File: src/design/sign_magnitude_accumulator_alu_assert.svh
// Assertion macros for the sign-magnitude accumulator ALU.
`ifndef SIGN_MAGNITUDE_ACCUMULATOR_ALU_ASSERT_SVH
`define SIGN_MAGNITUDE_ACCUMULATOR_ALU_ASSERT_SVH

// Check a consequent in the same cycle as its antecedent.
`define SMACC_ASSERT_SAME(lbl, ante, cons) \
  lbl: assert property (@(posedge clk_i) disable iff (!rst_ni) (ante) |-> (cons)) \
    else $error("sign_magnitude_accumulator_alu: assertion failed");

// Check a consequent in the cycle after its antecedent.
`define SMACC_ASSERT_NEXT(lbl, ante, cons) \
  lbl: assert property (@(posedge clk_i) disable iff (!rst_ni) (ante) |=> (cons)) \
    else $error("sign_magnitude_accumulator_alu: assertion failed");

`endif

File: src/design/smacc_pkg.sv
// Shared types and constants of the sign-magnitude accumulator ALU.
package smacc_pkg;

  localparam int unsigned WordW   = 15;
  localparam int unsigned MagW    = 14;
  localparam int unsigned OpW     = 7;
  localparam int unsigned StatusW = 2;
  localparam int unsigned CntW    = $clog2(MagW + 1);

  typedef logic [WordW-1:0]   word_t;
  typedef logic [MagW-1:0]    mag_t;
  typedef logic [OpW-1:0]     op_t;
  typedef logic [StatusW-1:0] status_t;
  typedef logic [CntW-1:0]    cnt_t;

  localparam op_t OpAdd = 7'h30;
  localparam op_t OpSub = 7'h31;
  localparam op_t OpDiv = 7'h32;
  localparam op_t OpMul = 7'h33;
  localparam op_t OpRot = 7'h62;

  localparam status_t StOk   = 2'd0;
  localparam status_t StIll  = 2'd1;
  localparam status_t StDiv0 = 2'd2;

  localparam cnt_t CntLast = CntW'(MagW);

  typedef enum logic [1:0] {
    StIdle = 2'b01,
    StRun  = 2'b10
  } state_e;

  typedef struct packed {
    logic load;
    logic step;
    logic is_div;
  } unit_ctl_t;

  typedef struct packed {
    logic [MagW:0] sum;
    mag_t          diff;
    logic          a_lt_b;
  } addsub_res_t;

endpackage

File: src/design/smacc_if.sv
// Valid/ready channel interfaces for requests and responses.
interface smacc_req_if;
  logic               valid;
  logic               ready;
  smacc_pkg::op_t     req_type;
  smacc_pkg::word_t   mem_word;

  modport source (output valid, output req_type, output mem_word, input ready);
  modport sink (input valid, input req_type, input mem_word, output ready);
endinterface

interface smacc_rsp_if;
  logic                valid;
  logic                ready;
  smacc_pkg::word_t    acc_out;
  smacc_pkg::status_t  status;

  modport source (output valid, output acc_out, output status, input ready);
  modport sink (input valid, input acc_out, input status, output ready);
endinterface

File: src/design/sign_magnitude_accumulator_alu.sv
// Sign-magnitude accumulator ALU top level with sequencer and accumulator.
// Each request runs 14 serial steps of the 14-bit serial add, multiply and divide units
// and then a writeback; a new request is taken only after the previous one writes back.
// A stalled response holds the writeback.
// Reset: asynchronous, active low; clears the accumulator, the sequencer and response valid.
module sign_magnitude_accumulator_alu (
  input  logic         clk_i,
  input  logic         rst_ni,
  smacc_req_if.sink    req_i,
  smacc_rsp_if.source  rsp_o
);

  `include "sign_magnitude_accumulator_alu_assert.svh"

  smacc_pkg::state_e      state_q, state_d;
  smacc_pkg::cnt_t        cnt_q;
  smacc_pkg::word_t       acc_q, acc_d, w_q, out_acc_q;
  smacc_pkg::op_t         op_q;
  smacc_pkg::status_t     status_d, out_status_q;
  logic                   out_valid_q;
  smacc_pkg::unit_ctl_t   ctl;
  smacc_pkg::addsub_res_t as_res;
  smacc_pkg::word_t       md_mag, mag;
  logic                   accept, finish, sgn, nz, sv_eff;
  smacc_pkg::mag_t        ma, mv;

  assign req_i.ready = (state_q == smacc_pkg::StIdle);
  assign accept      = req_i.valid && req_i.ready;
  assign finish      = (state_q == smacc_pkg::StRun) && (cnt_q == smacc_pkg::CntLast)
                       && (!out_valid_q || rsp_o.ready);

  assign ctl.load   = accept;
  assign ctl.step   = (state_q == smacc_pkg::StRun) && (cnt_q != smacc_pkg::CntLast);
  assign ctl.is_div = (req_i.req_type == smacc_pkg::OpDiv);

  smacc_addsub u_addsub (
    .clk_i  (clk_i),
    .rst_ni (rst_ni),
    .ctl_i  (ctl),
    .ma_i   (acc_q[smacc_pkg::MagW-1:0]),
    .mv_i   (req_i.mem_word[smacc_pkg::MagW-1:0]),
    .res_o  (as_res)
  );

  smacc_muldiv u_muldiv (
    .clk_i (clk_i),
    .ctl_i (ctl),
    .ma_i  (acc_q[smacc_pkg::MagW-1:0]),
    .mv_i  (req_i.mem_word[smacc_pkg::MagW-1:0]),
    .mag_o (md_mag)
  );

  assign ma     = acc_q[smacc_pkg::MagW-1:0];
  assign mv     = w_q[smacc_pkg::MagW-1:0];
  assign sv_eff = w_q[smacc_pkg::MagW] ^ (op_q == smacc_pkg::OpSub);

  always_comb begin
    status_d = smacc_pkg::StOk;
    acc_d    = acc_q;
    mag      = '0;
    sgn      = 1'b0;
    nz       = 1'b0;
    unique case (op_q) inside
      smacc_pkg::OpAdd, smacc_pkg::OpSub: begin
        if (acc_q[smacc_pkg::MagW] == sv_eff) begin
          mag = as_res.sum;
          sgn = sv_eff;
        end else begin
          mag = {1'b0, as_res.diff};
          sgn = as_res.a_lt_b ? sv_eff : acc_q[smacc_pkg::MagW];
        end
        nz    = (mag != '0);
        acc_d = {mag[smacc_pkg::MagW] | (sgn & nz), mag[smacc_pkg::MagW-1:0]};
      end
      smacc_pkg::OpMul: begin
        mag   = md_mag;
        sgn   = acc_q[smacc_pkg::MagW] ^ w_q[smacc_pkg::MagW];
        nz    = (ma != '0) && (mv != '0);
        acc_d = {mag[smacc_pkg::MagW] | (sgn & nz), mag[smacc_pkg::MagW-1:0]};
      end
      smacc_pkg::OpDiv: begin
        if (mv == '0) begin
          status_d = smacc_pkg::StDiv0;
        end else begin
          mag   = md_mag;
          sgn   = acc_q[smacc_pkg::MagW] ^ w_q[smacc_pkg::MagW];
          nz    = (mag != '0);
          acc_d = {mag[smacc_pkg::MagW] | (sgn & nz), mag[smacc_pkg::MagW-1:0]};
        end
      end
      smacc_pkg::OpRot: begin
        acc_d = {w_q[smacc_pkg::MagW-1:0], w_q[smacc_pkg::MagW]};
      end
      default: begin
        status_d = smacc_pkg::StIll;
      end
    endcase
  end

  always_comb begin
    state_d = state_q;
    unique case (state_q)
      smacc_pkg::StIdle: if (accept) state_d = smacc_pkg::StRun;
      smacc_pkg::StRun:  if (finish) state_d = smacc_pkg::StIdle;
      default:           state_d = smacc_pkg::StIdle;
    endcase
  end

  always_ff @(posedge clk_i or negedge rst_ni) begin
    if (!rst_ni) begin
      state_q     <= smacc_pkg::StIdle;
      cnt_q       <= '0;
      acc_q       <= '0;
      out_valid_q <= 1'b0;
    end else begin
      state_q <= state_d;
      if (accept) begin
        cnt_q <= '0;
      end else if (ctl.step) begin
        cnt_q <= cnt_q + 1'b1;
      end
      if (finish) begin
        acc_q       <= acc_d;
        out_valid_q <= 1'b1;
      end else if (rsp_o.ready) begin
        out_valid_q <= 1'b0;
      end
    end
  end

  always_ff @(posedge clk_i) begin
    if (accept) begin
      op_q <= req_i.req_type;
      w_q  <= req_i.mem_word;
    end
    if (finish) begin
      out_acc_q    <= acc_d;
      out_status_q <= status_d;
    end
  end

  assign rsp_o.valid   = out_valid_q;
  assign rsp_o.acc_out = out_acc_q;
  assign rsp_o.status  = out_status_q;

  `SMACC_ASSERT_SAME(a_busy_not_ready, state_q == smacc_pkg::StRun, !req_i.ready)
  `SMACC_ASSERT_NEXT(a_err_keeps_acc, finish && status_d != smacc_pkg::StOk, acc_q == $past(acc_q))
  `SMACC_ASSERT_NEXT(a_finish_shows_acc, finish, rsp_o.valid && rsp_o.acc_out == acc_q)

endmodule

File: src/design/smacc_addsub.sv
// Bit-serial magnitude adder and dual subtractor, LSB first.
module smacc_addsub (
  input  logic                    clk_i,
  input  logic                    rst_ni,
  input  smacc_pkg::unit_ctl_t    ctl_i,
  input  smacc_pkg::mag_t         ma_i,
  input  smacc_pkg::mag_t         mv_i,
  output smacc_pkg::addsub_res_t  res_o
);

  smacc_pkg::mag_t a_sr_q, b_sr_q, sum_sr_q, dab_sr_q, dba_sr_q;
  logic            c_q, bab_q, bba_q;
  logic            a_bit, b_bit, x_bit;

  assign a_bit = a_sr_q[0];
  assign b_bit = b_sr_q[0];
  assign x_bit = a_bit ^ b_bit;

  always_ff @(posedge clk_i or negedge rst_ni) begin
    if (!rst_ni) begin
      c_q   <= 1'b0;
      bab_q <= 1'b0;
      bba_q <= 1'b0;
    end else if (ctl_i.load) begin
      c_q   <= 1'b0;
      bab_q <= 1'b0;
      bba_q <= 1'b0;
    end else if (ctl_i.step) begin
      c_q   <= (a_bit & b_bit) | (x_bit & c_q);
      bab_q <= (~a_bit & b_bit) | (~x_bit & bab_q);
      bba_q <= (~b_bit & a_bit) | (~x_bit & bba_q);
    end
  end

  always_ff @(posedge clk_i) begin
    if (ctl_i.load) begin
      a_sr_q <= ma_i;
      b_sr_q <= mv_i;
    end else if (ctl_i.step) begin
      a_sr_q   <= a_sr_q >> 1;
      b_sr_q   <= b_sr_q >> 1;
      sum_sr_q <= {x_bit ^ c_q, sum_sr_q[smacc_pkg::MagW-1:1]};
      dab_sr_q <= {x_bit ^ bab_q, dab_sr_q[smacc_pkg::MagW-1:1]};
      dba_sr_q <= {x_bit ^ bba_q, dba_sr_q[smacc_pkg::MagW-1:1]};
    end
  end

  assign res_o.sum    = {c_q, sum_sr_q};
  assign res_o.a_lt_b = bab_q;
  assign res_o.diff   = bab_q ? dba_sr_q : dab_sr_q;

endmodule

File: src/design/smacc_muldiv.sv
// Shift-add multiplier and restoring divider, one multiplier or quotient bit per cycle while stepping.
module smacc_muldiv (
  input  logic                  clk_i,
  input  smacc_pkg::unit_ctl_t  ctl_i,
  input  smacc_pkg::mag_t       ma_i,
  input  smacc_pkg::mag_t       mv_i,
  output smacc_pkg::word_t      mag_o
);

  smacc_pkg::word_t r_q, s_q;
  smacc_pkg::mag_t  m_q, d_q;
  logic             div_q;
  smacc_pkg::word_t trial, dvs;
  logic             ge;

  assign dvs   = {1'b0, d_q};
  assign trial = {r_q[smacc_pkg::MagW-1:0], m_q[smacc_pkg::MagW-1]};
  assign ge    = trial >= dvs;

  always_ff @(posedge clk_i) begin
    if (ctl_i.load) begin
      r_q   <= '0;
      s_q   <= {1'b0, ma_i};
      m_q   <= ctl_i.is_div ? ma_i : mv_i;
      d_q   <= mv_i;
      div_q <= ctl_i.is_div;
    end else if (ctl_i.step) begin
      if (div_q) begin
        r_q <= ge ? trial - dvs : trial;
        m_q <= {m_q[smacc_pkg::MagW-2:0], ge};
      end else begin
        r_q <= r_q + (m_q[0] ? s_q : '0);
        s_q <= s_q << 1;
        m_q <= m_q >> 1;
      end
    end
  end

  assign mag_o = div_q ? {1'b0, m_q} : r_q;

endmodule

File: src/flat_wrapper.sv
// flat-port wrapper written by rule: the top's interface ports become plain ports
module sign_magnitude_accumulator_alu_flat 
  (clk_i, rst_ni, req_i_valid, req_i_req_type, req_i_mem_word, req_i_ready, rsp_o_valid, rsp_o_acc_out, rsp_o_status, rsp_o_ready);
  smacc_req_if req_i_i ();
  smacc_rsp_if rsp_o_i ();
  input  logic clk_i;
  input  logic rst_ni;
  input wire logic [$bits(req_i_i.valid)-1:0] req_i_valid;
  input wire logic [$bits(req_i_i.req_type)-1:0] req_i_req_type;
  input wire logic [$bits(req_i_i.mem_word)-1:0] req_i_mem_word;
  output wire logic [$bits(req_i_i.ready)-1:0] req_i_ready;
  output wire logic [$bits(rsp_o_i.valid)-1:0] rsp_o_valid;
  output wire logic [$bits(rsp_o_i.acc_out)-1:0] rsp_o_acc_out;
  output wire logic [$bits(rsp_o_i.status)-1:0] rsp_o_status;
  input wire logic [$bits(rsp_o_i.ready)-1:0] rsp_o_ready;
  assign req_i_i.valid = req_i_valid;
  assign req_i_i.req_type = req_i_req_type;
  assign req_i_i.mem_word = req_i_mem_word;
  assign req_i_ready = req_i_i.ready;
  assign rsp_o_valid = rsp_o_i.valid;
  assign rsp_o_acc_out = rsp_o_i.acc_out;
  assign rsp_o_status = rsp_o_i.status;
  assign rsp_o_i.ready = rsp_o_ready;
  sign_magnitude_accumulator_alu u_core (.clk_i(clk_i), .rst_ni(rst_ni), .req_i(req_i_i), .rsp_o(rsp_o_i));
endmodule
File: config.mk
export PLATFORM = sky130hd
export DESIGN_NAME = sign_magnitude_accumulator_alu_flat
export DESIGN_NICKNAME = d
export VERILOG_FILES = /design/src/design/smacc_pkg.sv /design/src/design/smacc_if.sv /design/src/design/sign_magnitude_accumulator_alu.sv /design/src/design/smacc_addsub.sv /design/src/design/smacc_muldiv.sv /design/src/flat_wrapper.sv
export VERILOG_INCLUDE_DIRS = /design/src /design/src/design
export SDC_FILE = /design/constraint.sdc
export NUM_CORES = 1
export LEC_CHECK = 0
export BUFFER_PORTS_ARGS = -buffer_cell sky130_fd_sc_hd__buf_2
export CELL_PAD_IN_SITES_DETAIL_PLACEMENT = 2
export CELL_PAD_IN_SITES_GLOBAL_PLACEMENT = 2
export CORE_MARGIN = 2
export CORE_UTILIZATION = 47
export DETAILED_ROUTE_END_ITERATION = 8
export GPL_ROUTABILITY_DRIVEN = 1
export GPL_TIMING_DRIVEN = 0
export PLACE_DENSITY_LB_ADDON = 0.15
export SYNTH_ARGS = -nofsm -noshare
export SYNTH_HDL_FRONTEND = slang
export SYNTH_HIERARCHICAL = 1
export SYNTH_SLANG_ARGS = --single-unit
File: constraint.sdc
create_clock -name clk_i -period 8 [get_ports clk_i]
set_clock_uncertainty 0.05 [all_clocks]
set_input_delay 1.2 -clock clk_i [delete_from_list [all_inputs] [get_ports clk_i]]
set_output_delay 1.2 -clock clk_i [all_outputs]
set_load 0.03 [all_outputs]
==> results of run 1 <==
[through the flow]
| stage | util, % | setup slack [ns] | instances | area [µm²] |
|---|---|---|---|---|
| 2_1_floorplan | - | 3.377 | 835 | 10300 |
| 3_3_place_gp | 50.12 | 2.334 | 1159 | 10870 |
| 3_5_place_dp | 50.34 | 4.332 | 1161 | 10920 |
| 4_1_cts | 53.24 | 4.349 | 1193 | 11550 |
| 5_1_grt | 53.24 | 4.093 | 1193 | 11550 |
| 6_report | 53.24 | 4.397 | 1193 | 11550 |
[area by class of cell]
class / count / area [µm²] / area share, %
sequential: 193 / 5512 / 47.73
multi-input combinational: 558 / 4335 / 37.54
clock buffer: 17 / 425.4 / 3.684
tap: 280 / 350.3 / 3.034
buffer: 37 / 284.0 / 2.460
timing repair buffer: 46 / 260.3 / 2.254
clock inverter: 15 / 203.9 / 1.766
inverter: 47 / 176.4 / 1.528
[logic make-up after synthesis]
family	share of synthesized area, %
multiplexers	10.54
AND/OR/NAND/NOR	11.22
AO/OA/AOI/OAI	13.25
adder cells (fa/ha/maj)	4.738
buffers and inverters	4.470
flip-flops	53.51
XOR/XNOR	2.259
[layout by cell type (no fill, tap or decap), types with 6 or more instances in the layout]
cell type,netlist,routed
mux2i_1,35,35
dfrtp_1,24,24
buf_2,5,49
o2bb2ai_1,14,14
xnor2_1,16,16
mux2_2,24,24
a22oi_1,6,6
nor2_1,46,46
and2_1,27,27
a221oi_1,6,6
nand4_1,11,11
xor2_1,8,8
nor3_1,8,8
o21ai_0,26,26
nand2b_1,7,7
o21a_1,6,6
nand2_1,56,56
buf_6,7,7
edfxtp_1,152,152
dfxtp_1,16,16
a221oi_2,10,10
nor4_1,17,17
nand3_1,21,21
mux2_4,31,31
clkbuf_16,0,17
a21o_1,15,15
a211oi_1,16,16
inv_1,46,45
ha_1,31,31
clkbuf_1,11,11
a21oi_1,41,41
[report_power, final]
group	leakage, nW	internal [mW]	switching [mW]
Sequential	1.89	1.45	0.238
Combinational	2.29	0.744	1.10
Clock	0.305	0.456	0.476
[cells in the mapped netlist, types with 4 or more instances]
library cell / number
inv_1: 46
fa_1: 5
nor2_1: 46
xnor2_1: 16
buf_2: 5
buf_6: 7
a21oi_1: 41
nand3_1: 21
nor4_1: 17
mux2i_1: 35
clkbuf_1: 11
nand2_1: 56
o2bb2ai_1: 14
and2_1: 27
ha_1: 31
mux2_4: 31
mux2_2: 24
a31oi_1: 4
o21ai_0: 26
nor2b_1: 5
xor2_1: 8
a221oi_2: 10
nand4_1: 11
edfxtp_1: 152
o211ai_1: 5
nand2b_1: 7
o21a_1: 6
nor3_1: 8
dfxtp_1: 16
a21o_1: 15
o221ai_1: 5
buf_4: 4
a221oi_1: 6
a211oi_1: 16
dfrtp_1: 24
o31a_1: 4
a22oi_1: 6
o21bai_1: 5
[flip-flops by register name, indices dropped and copies added (netlist names)]
name                      count
u_core/acc_q                 15
u_core/cnt_q                  4
u_core/op_q                   7
u_core/rsp_o.acc_out         15
u_core/rsp_o.status           2
u_core/rsp_o.valid            1
u_core/state_q                2
u_core/u_addsub/a_sr_q       14
u_core/u_addsub/b_sr_q       14
u_core/u_addsub/bab_q         1
u_core/u_addsub/bba_q         1
u_core/u_addsub/c_q           1
u_core/u_addsub/dab_sr_q     14
u_core/u_addsub/dba_sr_q     14
u_core/u_addsub/sum_sr_q     14
u_core/u_muldiv/d_q          14
u_core/u_muldiv/div_q         1
u_core/u_muldiv/m_q          14
u_core/u_muldiv/r_q          15
u_core/u_muldiv/s_q          15
u_core/w_q                   15
[per-layer routing]
layer  part of all wire, %  global-route usage (%)  wire length [µm]
met5                 0.042                       0                15
met4                   5.4                   18.47              1965
met3                   5.8                   6.389              2093
met2                    51                   55.51             18330
met1                    38                   37.16             13690
[worst register-to-register path: cells and delay by family, from the launching register on]
family | cells | cell delay (ns)
compound gates | 1 | 0.17
fa+ha+maj | 1 | 0.21
buf+inv | 4 | 1.29
flops | 1 | 0.44
simple gates | 5 | 1.35
[final timing paths]
path	startpoint	endpoint	slack, ns	cells after the start
min reg2reg	u_core/u_addsub/dba_sr_q[1]	u_core/u_addsub/dba_sr_q[0]	0.41	0
max	u_core/cnt_q[0]	u_core/u_muldiv/r_q[13]	4.40	11
max reg2reg	u_core/cnt_q[0]	u_core/u_muldiv/r_q[13]	4.40	11
min in group asynchronous	rst_ni	u_core/u_addsub/bba_q	0.70	1
max in group asynchronous	rst_ni	u_core/acc_q[9]	6.74	1
min	u_core/u_addsub/dba_sr_q[1]	u_core/u_addsub/dba_sr_q[0]	0.41	0
==> metrics, run 1 <==
status completed; Hold Worst Slack 0.4070 ns; Top FF cell, synth edfxtp_1; Post-CTS Setup Inserts 0; Hold Buf Count CTS 0; GRT Total Usage 32.09%; Cell Chain, Critical Path inv_1 -> ha_1 -> nand3_1 -> nand2_1 -> inv_1 -> clkbuf_1 -> inv_1 -> nor2_1 -> nand2_1 -> or2_2 -> o221ai_1; cell family with most CP delay simple AND/OR/NAND/NOR gates; Synth cell types 80; Fin Setup TNS 0 ns; Final Hold Fails 0; post-route ant nets 0; Initial Utilization ~47%; Slowest-stage cell, CP clkbuf_1; gpl congestion 0.9128; Synth area leader edfxtp_1; Clock transition at path regs 0.09 ns; Slew Limit Fails 0; Arr. time, crit path 3.94 ns; Largest stage delay, worst path about 0.54 ns; WP buf/inv 4; Core Box Area between 0.02 and 0.025 mm²; DR iter-0 viols roughly 490; max capacitance violation total 0; Least-Margin Pin Slew 0.9588 ns; Post-CTS Resized 0; Min-Delay Path Class flip-flop to flip-flop; largest net degree at the start of global routing between 40 and 50; DR WL/cell 30.25 µm; total wire length after detailed routing 36090 µm; Peak supply drop roughly 0.00019 V; Syn Inst Count 835; top-area cell type share of the netlist area 44.31%; initial antenna violation count 1; GRT overflow 0; Total Power 4.469 mW; pwr dens 387.0 mW/mm²; Leak Pwr 4.481 nW; detailed-route DRC error count 0; syn_area_per_cell 12.34 µm²; Ports 45; via count 7612; Num Clock Sinks 193; final worst-path cycle share between 40% and 50%; P&R area growth vs syn 12.11%; Req. time, crit path 8.34 ns; EDFF count, synth 152; die area 0.02311 mm²; H-tree depth 4; Fillers 2058; Worst Setup Path Type flip-flop to flip-flop; critical-path maximum fanout 11; RSZ-0062 raised after global routing no; sequential fraction of the synthesis area 53.51%; CTS tree built; layout cells sized above 1 20.59%; startpoint class of the critical path flip-flop; CTS max path bufs 2; port bufs 44; CTS root buf clkbuf_16; ranking of synthesized cells by area edfxtp_1 44%, dfrtp_1 5.8%, mux2_4 4.5%, ha_1 3.8%, mux2i_1 3.4%; Most common cell on crit path inv_1; diode count 0; DPL Wire Length 25650 µm; vias per std cell 6.381; Final #Nets 962; Mapped Nets 897; Yosys warnings 6; CTS Buf Count 17; synthesized area around 0.01 mm²; minimum clock period 3.603 ns; final setup fails 0; Pre-Repair DR Iteration Count 5; Crit. End Element flip-flop; clock latency on the worst-skew pair 0.48 ns; Synth Register Bits 193; Post-synth ARST share 12.95%; Slew HR 36.01%; die height 152.0 µm; fmax 277.5 MHz; row cnt 54; chip width around 150 µm; first-pass GRT wire length 54720 µm; vias in the first global route approximately 8.6k
(Power assumes the default switching activity.)
==> inputs of run 2 (changes only) <==
--- a/config.mk
+++ b/config.mk
@@ -6,11 +6,12 @@
 export SDC_FILE = /design/constraint.sdc
 export NUM_CORES = 1
 export LEC_CHECK = 0
+export ABC_AREA = 1
 export BUFFER_PORTS_ARGS = -buffer_cell sky130_fd_sc_hd__buf_2
 export CELL_PAD_IN_SITES_DETAIL_PLACEMENT = 2
 export CELL_PAD_IN_SITES_GLOBAL_PLACEMENT = 2
 export CORE_MARGIN = 2
-export CORE_UTILIZATION = 47
+export CORE_UTILIZATION = 39
 export DETAILED_ROUTE_END_ITERATION = 8
 export GPL_ROUTABILITY_DRIVEN = 1
 export GPL_TIMING_DRIVEN = 0
==> constraint.sdc (replaced) <==
create_clock -name clk_i -period 3.7 [get_ports clk_i]
set_clock_uncertainty 0.05 [all_clocks]
set_input_delay 0.555 -clock clk_i [delete_from_list [all_inputs] [get_ports clk_i]]
set_output_delay 0.555 -clock clk_i [all_outputs]
set_load 0.03 [all_outputs]
==> run 2 against run 1 <==
  * Design area increased by 3.4%
  * Die area increased by 24%
  * Register-to-register slack got worse by 4.1 ns
  * Sequential power rose by 110%
  * Sequential cell count unchanged
  * Maximum frequency up 6.3%
  * Core utilization shrank 8.8 points
  * Clock power increased by 110%
  * Critical endpoint is now u_core/u_muldiv/s_q[13]
  * Largest cell class unchanged
  * Largest power group unchanged
==> metrics, run 2 <==
status completed (unchanged); Arr. time, crit path 3.45 ns (was 3.94 ns); NetSw 4.377 mW (was 1.815 mW); gpl congestion 0.8475 (was 0.9128); EDFF count, synth 152 (unchanged); Synth cell types 53 (was 80); fmax 295.0 MHz (was 277.5 MHz); Synth Register Bits 193 (unchanged); die height 169.1 µm (was 152.0 µm); vias per std cell 5.498 (was 6.381); Pre-Repair DR Iteration Count 5 (unchanged); pwr dens 816.6 mW/mm² (was 387.0 mW/mm²); Final #Nets 1374 (was 962); syn_area_per_cell 8.529 µm² (was 12.34 µm²); final worst-path cycle share 91.63% (was 45.04%); Leak Pwr 5.474 nW (was 4.481 nW); GRT overflow 0 (unchanged); Core Box Area 0.02688 mm² (was 0.02169 mm²); sequential power share 36.7% (was 37.8%); Syn Inst Count 1247 (was 835); P_int 5.378 mW (was 2.654 mW); Switching Share 44.87% (was 40.60%); sequential fraction of the synthesis area 51.82% (was 53.51%); clock latency on the worst-skew pair 0.46 ns (was 0.48 ns); Yosys warnings 6 (unchanged); final setup fails 0 (unchanged); initial antenna violation count 1 (unchanged); cell family with most CP delay buffers and inverters (was simple AND/OR/NAND/NOR gates); crit path launch u_core/cnt_q[0] (unchanged); WP buf/inv 5 (was 4); Num Clock Sinks 193 (unchanged); DR WL/cell 23.30 µm (was 30.25 µm); Crit. End Element flip-flop (unchanged); final core utilization 44.45% (was 53.24%); Slowest-stage cell, CP nor2_1 (was clkbuf_1); Req. time, crit path 3.76 ns (was 8.34 ns); ranking of synthesized cells by area edfxtp_1 43%, nand2_1 17%, dfrtp_1 5.6%, inv_1 4.4%, ha_1 3.6% (was edfxtp_1 44%, dfrtp_1 5.8%, mux2_4 4.5%, ha_1 3.8%, mux2i_1 3.4%); fin area 0.01195 mm² (was 0.01155 mm²); most frequent cells in the layout 480 x nand2_1, 152 x edfxtp_1, 123 x inv_1 (was 152 x edfxtp_1, 56 x nand2_1, 49 x buf_2); row cnt 60 (was 54); cell with the most instances after synthesis nand2_1 (was edfxtp_1); Fillers 3024 (was 2058); Initial Utilization 39.57% (was 47.49%); port bufs 44 (unchanged); reg2reg path depth 10 (was 11); via count 9160 (was 7612); CTS root buf clkbuf_16 (unchanged); RSZ-0062 raised after global routing no (unchanged); Ports 45 (unchanged); Post-CTS Setup Inserts 0 (unchanged); Post-synth ARST share 12.95% (unchanged); max capacitance violation total 0 (unchanged); H-tree depth 4 (unchanged); CTS tree built (unchanged); DR iter-0 viols 675 (was 492); Min-Delay Path Class primary input to asynchronous set/reset pin (was flip-flop to flip-flop); GRT Total Usage 27.92% (was 32.09%); chip width 169.1 µm (was 152.0 µm); Top FF cell, synth edfxtp_1 (unchanged); R2R Setup Slk 0.31 ns (was 4.40 ns); Synth area leader edfxtp_1 (unchanged); Most common cell on crit path inv_1 (unchanged); Comb pwr share 43.0% (was 41.3%); synthesized area 0.01064 mm² (was 0.01030 mm²); total wire length after detailed routing 38820 µm (was 36090 µm); die area 0.02861 mm² (was 0.02311 mm²); Clk pwr share 20.3% (was 20.9%); diode count 0 (unchanged); first-pass GRT wire length 59500 µm (was 54720 µm); Clock transition at path regs 0.08 ns (was 0.09 ns); Mapped Nets 1309 (was 897); P&R area growth vs syn 12.32% (was 12.11%); Least-Margin Pin Slew 1.174 ns (was 0.9588 ns); Cell Chain, Critical Path inv_1 -> ha_1 -> nand3_1 -> nand2_1 -> inv_1 -> clkbuf_1 -> inv_1 -> nor2_1 -> inv_1 -> nand2_2 (was inv_1 -> ha_1 -> nand3_1 -> nand2_1 -> inv_1 -> clkbuf_1 -> inv_1 -> nor2_1 -> nand2_1 -> or2_2 -> o221ai_1); largest net degree at the start of global routing 42 (was 41); minimum clock period 3.390 ns (was 3.603 ns); critical-path maximum fanout 14 (was 11); Peak supply drop 0.0002767 V (was 0.0001875 V); layout cells sized above 1 11.77% (was 20.59%); commonest non-fill, non-tap cell in the layout nand2_1 (was edfxtp_1); detailed-route DRC error count 0 (unchanged); Crit path depth 10 (was 11); top-area cell type share of the netlist area 42.92% (was 44.31%); placed cell area 0.01133 mm² (was 0.01092 mm²); Largest stage delay, worst path 0.50 ns (was 0.54 ns); DPL Wire Length 29180 µm (was 25650 µm); CTS max path bufs 2 (unchanged); Slew HR 21.12% (was 36.01%); Worst Setup Path Type flip-flop to flip-flop (unchanged); synth cell count leaders 481 x nand2_1, 152 x edfxtp_1, 124 x inv_1 (was 152 x edfxtp_1, 56 x nand2_1, 46 x inv_1, 46 x nor2_1, 41 x a21oi_1); Slew Limit Fails 0 (unchanged); vias in the first global route 9940 (was 8581); Reg2Reg Launch Point u_core/cnt_q[0] (unchanged); startpoint class of the critical path flip-flop (unchanged); post-route ant nets 0 (unchanged); Final Hold Fails 0 (unchanged); CTS Buf Count 17 (unchanged)
## run 2: cell types whose count changed in the layout (fill, tap and decap cells not counted), sizes merged, moves of 13 or more
cell	before	now
a211oi	17	0
a21o	15	2
mux2i	35	0
mux2	55	0
nand3	22	80
nor2	46	69
o2bb2ai	14	0
a221oi	16	0
o21ai	27	44
inv	54	143
and2	29	0
nand2	56	498
xnor2	16	2
a21oi	41	67
## run 2: cell type report
class	count	area (µm²)	share of cell area, %
Inverter	136	510.5	4.274
Clock inverter	15	186.4	1.561
Sequential cell	193	5512	46.14
Tap cell	341	426.7	3.572
Clock buffer	17	425.4	3.561
Multi-Input combinational cell	878	4413	36.94
Buffer	40	211.5	1.770
Timing Repair Buffer	46	260.3	2.179
## run 2: kinds of logic (layout without fill, tap and decap cells)
kind of cell             Yosys count  in the layout  synth area share [%]
AND/OR/NAND/NOR                  686            686                 28.09
flip-flops                       193            193                 51.82
buffers and inverters            176            254                 6.776
AO/OA/AOI/OAI                    145            145                 7.812
adder cells (fa/ha/maj)           36             36                 4.588
XOR/XNOR                          11             11                0.9060
## run 2: path summary, 6_finish.rpt
check / endpoint
max: u_core/u_muldiv/s_q[13]
min: u_core/cnt_q[1]
max reg2reg: u_core/u_muldiv/s_q[13]
min reg2reg: u_core/u_addsub/sum_sr_q[11]
max in group asynchronous: u_core/acc_q[5]
min in group clk_i: u_core/w_q[14]
## run 2: per-layer routing
layer | part of all wire (%) | wire length [µm] | vias up | GRT usage (%)
met5 | 0.026 | 10 | - | 0
met4 | 2.3 | 886 | 2 | 8.027
met3 | 4.7 | 1811 | 60 | 4.431
met2 | 47 | 18370 | 235 | 45.31
met1 | 46 | 17740 | 4620 | 38.83
li1 | - | - | 4243 | -
## run 2: per-stage QoR
stage	TNS [ns]	std cells	power (mW)	hold WS [ns]	worst slack (ns)
floorplan	0	1247	6.243	0.2094	0.5043
global placement	-32.15	1632	7.425	0.3780	-0.4423
detailed placement	0	1634	7.720	0.3889	0.1296
CTS	0	1666	9.761	0.07063	0.09373
global route	0	1666	10.38	0.09399	0.02875
finish	0	1666	9.754	0.05931	0.3097
## run 2: power by group through the flow
stage | logic [mW] | registers (mW) | clock network (mW)
after floorplan | 2.83 | 3.42 | 0
after global placement | 3.85 | 3.58 | 0
after detailed placement | 4.11 | 3.61 | 0
after CTS | 4.19 | 3.57 | 2.00
after global routing | 4.66 | 3.63 | 2.08
final | 4.19 | 3.58 | 1.98
## run 2: repair_timing
action,CTS,global route
setup endpoints to repair,0,17
hold buffers,0,0
gates resized for setup,0,2
==> inputs of run 3 (changes only) <==
--- a/config.mk
+++ b/config.mk
@@ -16,6 +16,7 @@
 export GPL_ROUTABILITY_DRIVEN = 1
 export GPL_TIMING_DRIVEN = 0
 export PLACE_DENSITY_LB_ADDON = 0.15
+export SETUP_SLACK_MARGIN = 0.4
 export SYNTH_ARGS = -nofsm -noshare
 export SYNTH_HDL_FRONTEND = slang
 export SYNTH_HIERARCHICAL = 1
==> run 3 against run 2 <==
  * Worst setup slack gained 0.32 ns
  * Wire length shrank 0.14%
  * Hold slack lost 0.0013 ns
  * Register-to-register slack gained 0.32 ns
  * Core utilization is essentially flat
  * Design area is essentially flat
  * Largest power group unchanged
==> metrics, run 3 (synthesis gave the netlist of run 2 again) <==
status completed (unchanged); GRT overflow 0 (unchanged); detailed-route DRC error count 0 (unchanged); largest net degree at the start of global routing 42 (unchanged); Ports 45 (unchanged); layout cells sized above 1 12.15% (was 11.77%); NetSw 4.385 mW (was 4.377 mW); Switching Share 44.90% (was 44.87%); Final #Nets 1374 (unchanged); fin area 0.01196 mm² (was 0.01195 mm²); vias in the first global route 9944 (was 9940); Hold Buf Count CTS 0 (unchanged); Core Box Area 0.02688 mm² (unchanged); Placed Instances 1634 (unchanged); CTS tree built (unchanged); Post-CTS Setup Inserts 0 (unchanged); chip width 169.1 µm (unchanged); Total Power 9.766 mW (was 9.754 mW); vias per std cell 5.505 (was 5.498); first-pass GRT wire length 59500 µm (unchanged); Placement Setup Slack 0.1296 ns (unchanged); final worst-path cycle share 83.03% (was 91.63%); commonest non-fill, non-tap cell in the layout nand2_1 (unchanged); Slew HR 18.04% (was 21.12%); Leak Pwr 5.482 nW (was 5.474 nW); minimum clock period 3.072 ns (was 3.390 ns); Clk pwr share 20.3% (about the same); final setup fails 0 (unchanged); diode count 0 (unchanged); post-route setup slack 0.6280 ns (was 0.3097 ns); Peak supply drop 0.0002725 V (was 0.0002767 V); CTS root buf clkbuf_16 (unchanged); sequential power share 36.7% (about the same); Slowest-stage cell, CP fa_1 (was nor2_1); Seq. cell area 0.005512 mm² (unchanged); area of the multi-input gates 0.004422 mm² (was 0.004413 mm²); Cell Chain, Critical Path clkbuf_1 -> clkbuf_2 -> nand2_1 -> inv_1 -> ha_1 -> inv_1 -> fa_1 -> o21ai_2 -> nand2_1 -> nand2_1 -> nand2_1 -> nand2_1 -> nand2_1 -> nand3_1 -> nand3_1 -> nand2_1 -> inv_1 (was inv_1 -> ha_1 -> nand3_1 -> nand2_1 -> inv_1 -> clkbuf_1 -> inv_1 -> nor2_1 -> inv_1 -> nand2_2); final non-filler cell total 1666 (unchanged); die height 169.1 µm (unchanged); Largest stage delay, worst path 0.44 ns (was 0.50 ns); Worst Setup Path Type flip-flop to flip-flop (unchanged); Arr. time, crit path 3.38 ns (was 3.45 ns); via count 9171 (was 9160); port bufs 44 (unchanged); RSZ-0062 raised after global routing yes (was no); max capacitance violation total 0 (unchanged); initial antenna violation count 1 (unchanged); row cnt 60 (unchanged); critical-path maximum fanout 10 (was 14); startpoint class of the critical path flip-flop (unchanged); clock latency on the worst-skew pair 0.46 ns (about the same); Pre-Repair DR Iteration Count 5 (unchanged); Num Clock Sinks 193 (unchanged); CTS Buf Count 17 (unchanged); P&R area growth vs syn 12.42% (was 12.32%); CTS max path bufs 2 (unchanged); gpl congestion 0.8475 (unchanged); Most common cell on crit path nand2_1 (was inv_1); DR iter-0 viols 623 (was 675); total wire length after detailed routing 38770 µm (was 38820 µm); Clock transition at path regs 0.08 ns (about the same); fmax 325.5 MHz (was 295.0 MHz); DPL Wire Length 29180 µm (unchanged); Req. time, crit path 4.00 ns (was 3.76 ns); post-route ant nets 0 (unchanged); Min-Delay Path Class primary input to asynchronous set/reset pin (unchanged); Slew Limit Fails 0 (unchanged); DR WL/cell 23.27 µm (was 23.30 µm); die area 0.02861 mm² (unchanged); placed cell area 0.01133 mm² (unchanged); Fillers 3025 (was 3024); Least-Margin Pin Slew 1.220 ns (was 1.174 ns); Initial Utilization 39.57% (unchanged); Crit. End Element flip-flop (unchanged); P_int 5.381 mW (was 5.378 mW); Final Hold Fails 0 (unchanged); most frequent cells in the layout 479 x nand2_1, 152 x edfxtp_1, 123 x inv_1 (was 480 x nand2_1, 152 x edfxtp_1, 123 x inv_1); R2R Setup Slk 0.63 ns (was 0.31 ns); pwr dens 816.8 mW/mm² (was 816.6 mW/mm²); GRT Total Usage 27.92% (unchanged); Comb pwr share 43.1% (was 43.0%); final core utilization 44.49% (was 44.45%); H-tree depth 4 (unchanged)
==> run 3: power groups by stage <==
stage	Combinational [mW]	Sequential [mW]	Clock, mW
global placement	3.85	3.58	0
finish	4.20	3.58	1.98
global route	4.67	3.63	2.08
detailed placement	4.11	3.61	0
floorplan	2.83	3.42	0
CTS	4.19	3.57	2.00
==> run 3: layer usage <==
metal  wire [µm]  global-route usage [%]  share of wire, %
met5          10                       0             0.026
met4         882                   8.027               2.3
met3        1730                   4.431               4.5
met2       18250                   45.32                47
met1       17890                   38.82                46
==> run 3: worst max-delay path, delay by kind of cell (launching register included) <==
family                   cells  cell delay [ns]
AND/OR/NAND/NOR              9             0.89
buffers and inverters        5             0.81
adder cells (fa/ha/maj)      2             0.61
flip-flops                   1             0.32
AO/OA/AOI/OAI                1             0.29
==> run 3: worst paths after layout <==
path                                                   start                            to  depth (start not counted)
worst max-delay path                  u_core/u_muldiv/m_q[0]       u_core/u_muldiv/r_q[14]                         17
worst min-delay path                                  rst_ni               u_core/cnt_q[1]                          1
worst max register to register        u_core/u_muldiv/m_q[0]       u_core/u_muldiv/r_q[14]                         17
worst min register to register  u_core/u_addsub/sum_sr_q[12]  u_core/u_addsub/sum_sr_q[11]                          0
max in group asynchronous                             rst_ni               u_core/acc_q[5]                          1
min in group clk_i                        req_i_mem_word[14]                u_core/w_q[14]                          1
==> run 3: area by class of cell <==
class	count	share of cell area (%)
buffer	40	1.789
clock buffer	17	3.558
clock inverter	15	1.559
inverter	136	4.270
multi-input combinational	878	36.98
sequential	193	46.10
tap	341	3.568
timing repair buffer	46	2.177
==> run 3: timing repair <==
action / in CTS / in global routing
setup endpoints to repair: 18 / 33
gates cloned: 0 / 0
resized for setup: 3 / 6
==> run 3: per-stage QoR <==
step	hold slack, ns	TNS, ns
2_1_floorplan	0.2094	0
3_3_place_gp	0.3780	-32.15
3_5_place_dp	0.3889	0
4_1_cts	0.07063	0
5_1_grt	0.09399	0
6_report	0.05799	0
